### src/rtl/core/fcull_pkg.sv
// fcull_pkg: shared constants, types and helpers for the frustum cull test block.
// No dependencies; imported by every other file of the block but fcull_rsp_if.
package fcull_pkg;

   localparam int COORD_BITS  = 16;             // coordinate width, 8..24
   localparam int PLANE_COUNT = 6;              // planes tested, 1..6
   localparam int NUM_REGS    = 6;              // plane registers on the CSR port
   localparam int NORM_BITS   = 16;             // a, b, c (Q2.14) and d widths
   localparam int FRAC_BITS   = 14;
   localparam int REG_BITS    = 64;
   localparam int IDX_BITS    = 3;              // enough for NUM_REGS
   localparam int ADDR_BITS   = IDX_BITS + 3;   // 8-byte register stride
   localparam int RAD_BITS    = COORD_BITS - 1;
   localparam int PROD_BITS   = NORM_BITS + COORD_BITS;
   localparam int SUM_BITS    = ((COORD_BITS > NORM_BITS) ? COORD_BITS : NORM_BITS) + 18;

   typedef enum logic [1:0] {
      OP_POINT  = 2'd0,
      OP_SPHERE = 2'd1,
      OP_BOX    = 2'd2,
      OP_NONE   = 2'd3
   } op_type;

   typedef logic signed [COORD_BITS-1:0] coord_type;
   typedef logic signed [NORM_BITS-1:0]  norm_type;
   typedef logic signed [PROD_BITS-1:0]  prod_type;
   typedef logic signed [SUM_BITS-1:0]   sum_type;
   typedef logic [RAD_BITS-1:0]          rad_type;
   typedef logic [REG_BITS-1:0]          plane_type;

   // Stage enables and mode of the item sitting in stage 2.
   typedef struct packed {
      logic en2;
      logic en3;
      logic en4;
      logic box;
      logic sphere;
   } pipe_ctl_type;

   // Field k of a packed plane word: 0 = a (top bits) .. 3 = d (low bits).
   function automatic norm_type plane_field(input plane_type pl, input logic [1:0] k);
      norm_type f;
      f = norm_type'(pl[(3 - k) * NORM_BITS +: NORM_BITS]);
      return f;
   endfunction

endpackage

### src/rtl/core/fcull_plane.sv
// fcull_plane: three-stage distance datapath for one frustum plane.
// Depends on fcull_pkg; stage valids live in the top level.
module fcull_plane (
   input  logic                      clock,
   input  fcull_pkg::pipe_ctl_type   ctl,
   input  fcull_pkg::plane_type      plane,
   input  fcull_pkg::coord_type      lo_x,
   input  fcull_pkg::coord_type      lo_y,
   input  fcull_pkg::coord_type      lo_z,
   input  fcull_pkg::coord_type      hi_x,
   input  fcull_pkg::coord_type      hi_y,
   input  fcull_pkg::coord_type      hi_z,
   input  fcull_pkg::rad_type        rad,
   output logic                      behind
);
   import fcull_pkg::*;

   norm_type coef_a, coef_b, coef_c, coef_d;
   prod_type plx_ff, ply_ff, plz_ff, phx_ff, phy_ff, phz_ff;
   prod_type sel_x, sel_y, sel_z;
   sum_type  sum_xy_ff, sum_xy_in, sum_z_ff, sum_z_in, total;
   logic     behind_ff;

   assign coef_a = plane_field(plane, 2'd0);
   assign coef_b = plane_field(plane, 2'd1);
   assign coef_c = plane_field(plane, 2'd2);
   assign coef_d = plane_field(plane, 2'd3);

   // Stage 2: both corner products per axis.
   always_ff @(posedge clock) begin
      if (ctl.en2) begin
         plx_ff <= prod_type'(coef_a) * prod_type'(lo_x);
         ply_ff <= prod_type'(coef_b) * prod_type'(lo_y);
         plz_ff <= prod_type'(coef_c) * prod_type'(lo_z);
         phx_ff <= prod_type'(coef_a) * prod_type'(hi_x);
         phy_ff <= prod_type'(coef_b) * prod_type'(hi_y);
         phz_ff <= prod_type'(coef_c) * prod_type'(hi_z);
      end
   end

   // Stage 3: box uses the farthest-forward corner (per-axis max), else the low point.
   always_comb begin
      sel_x = (ctl.box && (phx_ff > plx_ff)) ? phx_ff : plx_ff;
      sel_y = (ctl.box && (phy_ff > ply_ff)) ? phy_ff : ply_ff;
      sel_z = (ctl.box && (phz_ff > plz_ff)) ? phz_ff : plz_ff;
      sum_xy_in = sum_type'(sel_x) + sum_type'(sel_y);
      sum_z_in  = sum_type'(sel_z) + (sum_type'(coef_d) <<< FRAC_BITS)
                + (ctl.sphere ? (sum_type'(rad) <<< FRAC_BITS) : sum_type'(0));
   end

   always_ff @(posedge clock) begin
      if (ctl.en3) begin
         sum_xy_ff <= sum_xy_in;
         sum_z_ff  <= sum_z_in;
      end
   end

   // Stage 4: sign of the full distance.
   assign total = sum_xy_ff + sum_z_ff;

   always_ff @(posedge clock) begin
      if (ctl.en4) begin
         behind_ff <= total[SUM_BITS-1];
      end
   end

   assign behind = behind_ff;

endmodule

### config.mk
export PLATFORM = sky130hd
export DESIGN_NAME = fcull_plane
export DESIGN_NICKNAME = d
export VERILOG_FILES = /design/src/rtl/core/fcull_pkg.sv /design/src/rtl/core/fcull_plane.sv
export SDC_FILE = /design/constraint.sdc
export NUM_CORES = 2
export LEC_CHECK = 0
export BUFFER_PORTS_ARGS = -buffer_cell sky130_fd_sc_hd__buf_4
export CAP_MARGIN = 20
export CORE_MARGIN = 3
export CORE_UTILIZATION = 56
export CTS_BUF_LIST = sky130_fd_sc_hd__clkbuf_4 sky130_fd_sc_hd__clkbuf_8
export DETAILED_ROUTE_END_ITERATION = 12
export GPL_TIMING_DRIVEN = 0
export PLACE_DENSITY = 0.73
export SLEW_MARGIN = 5
export SYNTH_ARGS = -nofsm -noshare
export SYNTH_HDL_FRONTEND = slang
export SYNTH_SLANG_ARGS = --single-unit
### constraint.sdc
create_clock -name clock -period 8.3 [get_ports clock]
set_clock_uncertainty 0.2 [all_clocks]
set_input_delay 1.245 -clock clock [delete_from_list [all_inputs] [get_ports clock]]
set_output_delay 1.245 -clock clock [all_outputs]
set_load 0.02 [all_outputs]
==> key figures <==
Status
  – Status: finished, final reports clean

Worst setup path
  – Startpoint types: input port
  – Worst Setup SP: plane[61]
  – Most used cell along the critical path: fa_1
  – Buffers & Inverters on Critical Path: 5
  – Crit end category: flop
  – Crit path depth: 21
  – Slowest-stage cell, CP: clkdlybuf4s15_1
  – Worst EP required: 8430 ps
  – Reg2reg start: phz_ff[31]$_DFFE_PP_
  – Crit path to: plx_ff[29]$_DFFE_PP_
  – Worst EP arrival: 8240 ps
  – CP Class: in2reg
  – Reg2Reg Depth: 23
  – Flop-to-flop setup slack: 500 ps
  – Critical path's largest stage delay: 750 ps
  – CP cell instances: buf_4 > clkdlybuf4s15_1 > nand2_1 > fa_1 > fa_1 > fa_1 > inv_1 > fa_1 > fa_1 > inv_1 > fa_1 > inv_1 > ha_1 > nand4_1 > nor2_1 > nand3_1 > o311ai_1 > a21o_1 > a211oi_1 > o21a_1 > o311ai_1
  – Largest fanout on the critical path: 10
  – Worst R2R End: sum_z_ff[33]$_DFFE_PP_
  – Largest delay share family, worst path: adder cells

Yosys
  – Syn Inst Count: 7625
  – Sequential share of the synthesized area: 10.62%
  – Cell Area, Synth: 73500 sq um
  – Synthesis Warnings: 0
  – Post-synthesis cell type count: 71
  – Ys flop type: edfxtp_1
  – Ys async rst share: 0%
  – Mean Syn Cell Area: 9.639 sq um
  – Number of synthesized register bits: 260
  – Syn_nets: 10070
  – Number of synthesized flops with an enable pin: 260

Floorplanning
  – I/O Pins: 182
  – Initial Util: 56.55%
  – Row count: 132
  – Die area: 135600 sq um
  – Die W: 368.3 microns
  – CORE AREA: 130000 sq um
  – Die Ht: 368.3 microns

Clock tree
  – CTS max path bufs: 3
  – Sink Count: 260
  – Worst-path clk slew: 60 ps
  – Postcts setup bufs: 0
  – Clock latency on the worst-skew pair: 670 ps
  – CTS Buf Count: 49
  – Clock root cell: clkbuf_8
  – H-tree lvl count: 2
  – CTS tree: done

Finish
  – Area growth, synth to finish: 6.254%
  – Layout cells sized above 1: 4.940%
  – Final Net Count: 10300
  – Most frequent cells in the layout: inv_1, fa_1, nand2_1
  – Commonest non-fill, non-tap cell in the layout: inv_1

Timing
  – Final setup viols: 0
  – Max_slew headroom: 28.10%
  – Final Hold Viols: 0
  – Unrepaired setup endpoints after global routing: no
  – Max-slew violation count: 0
  – Setup ws final: 186.9 ps
  – Fmax achieved: 123.3 MHz
  – Worst-margin pin slew: 1078 ps
  – Fin crit share: 97.75%
  – Final min period: 8113 ps

GRT
  – Pin count of the biggest net entering global routing: 118
  – First-pass GRT wire length: 319600 microns
  – Vias in the first global route: 56670
  – Initial antenna violation count: 13
  – Global route overflow: 0
  – Total GRT Usage: 30.69%

Placement
  – Input/output buffers: 181
  – Post-detail-place hpwl: 170700 microns
  – Place WS: -733.7 ps
  – GP Congestion: 0.9690

Flow run
  – # Max-Cap Violations: 0

Routing
  – Routed WL per cell: 20.84 microns
  – # DRC: 0
  – Routed Antenna Nets: 0
  – Final wirelength: 200900 microns
  – DR pass1 iterations: 6
  – Via density: 5.535
  – Drt initial violations: 4387
  – Vias: 53370

Min path
  – Hold path start: plz_ff[7]$_DFFE_PP_
  – Hold Path Class: reg2reg
[flip-flops by register name (all words and copies together), names as in the netlist]
| register | count |
|---|---|
| phz_ff | 32 |
| phy_ff | 32 |
| plz_ff | 32 |
| behind | 1 |
| sum_xy_ff | 33 |
| plx_ff | 32 |
| sum_z_ff | 34 |
| phx_ff | 32 |
| ply_ff | 32 |
[per-stage QoR]
stage | utilization [%] | std cells | TNS (ps) | instance area (sq um) | hold WS (ps)
floorplan | - | 7625 | 0 | 73500 | 350.5
global placement | 59.27 | 9548 | -5392 | 77040 | 369.4
detailed placement | 59.30 | 9550 | -6372 | 77080 | 366.3
CTS | 60.05 | 9638 | 0 | 78050 | 386.2
global route | 60.08 | 9640 | 0 | 78090 | 405.5
finish | 60.08 | 9642 | 0 | 78090 | 387.5
[layer usage]
layer  share of wire (%)  up-vias  track usage [%]
met2                  46     2255            48.66
met4                 4.6        0            11.52
met1                  40    27110            42.27
li1                    -    23540                -
met3                 9.1      456            5.701
met5                   0        -                0
[logic make-up (layout without fill, tap and decap cells)]
| family | after synthesis | after routing | synth area share [%] |
|---|---|---|---|
| AND/OR/NAND/NOR | 1990 | 1990 | 13.48 |
| multiplexers | 99 | 99 | 1.513 |
| flip-flops | 260 | 260 | 10.62 |
| AO/OA/AOI/OAI | 648 | 648 | 5.793 |
| buffers and inverters | 2108 | 2378 | 10.78 |
| XOR/XNOR | 258 | 258 | 3.074 |
| other | 0 | 5 | 0 |
| adder cells (fa/ha/maj) | 2262 | 2262 | 54.74 |
[synthesized netlist by cell type, types with 24 or more instances]
library cell	n	share of area, %
and2_1	759	6.5
fa_1	1589	43
nor2_1	193	0.99
ha_1	673	11
nand2b_1	41	0.35
a211oi_1	27	0.28
inv_1	1846	9.4
nand4_1	34	0.29
xnor2_1	203	2.4
edfxtp_1	260	11
o21a_1	41	0.42
clkbuf_1	253	1.3
nand2_1	793	4.0
nor3_1	40	0.27
o21bai_1	24	0.25
a21oi_1	188	1.3
nand3_1	43	0.29
a21o_1	118	1.2
mux2_2	94	1.4
o21ai_0	110	0.75
xor2_1	55	0.66
nor2b_1	24	0.20
[worst min-delay path by stage]
stage                                        end  slack (ps)  cells after the start
after floorplan           sum_z_ff[10]$_DFFE_PP_         350                      1
after global placement     sum_z_ff[7]$_DFFE_PP_         370                      1
after detailed placement   sum_z_ff[7]$_DFFE_PP_         370                      1
after CTS                  sum_z_ff[7]$_DFFE_PP_         390                      1
after global routing       sum_z_ff[7]$_DFFE_PP_         410                      1
final                      sum_z_ff[7]$_DFFE_PP_         390                      1
[timing repair]
action,CTS,global route
hold buffers,0,0
resized for setup,0,16
setup endpoints to repair,2,12
[area by class of cell]
| type | count | area, sq um |
|---|---|---|
| clock buffer | 63 | 779.5 |
| inverter | 1846 | 6929 |
| clock inverter | 26 | 195.2 |
| tap | 1742 | 2180 |
| fill | 11020 | 51880 |
| timing repair buffer | 183 | 1399 |
| multi-input combinational | 5257 | 57800 |
| buffer | 260 | 994.7 |
| antenna | 5 | 12.51 |
| sequential | 260 | 7807 |
Power is left out: the tool's default activity adds up to more than one toggle a clock period on the data nets, which glitch-free logic cannot reach.
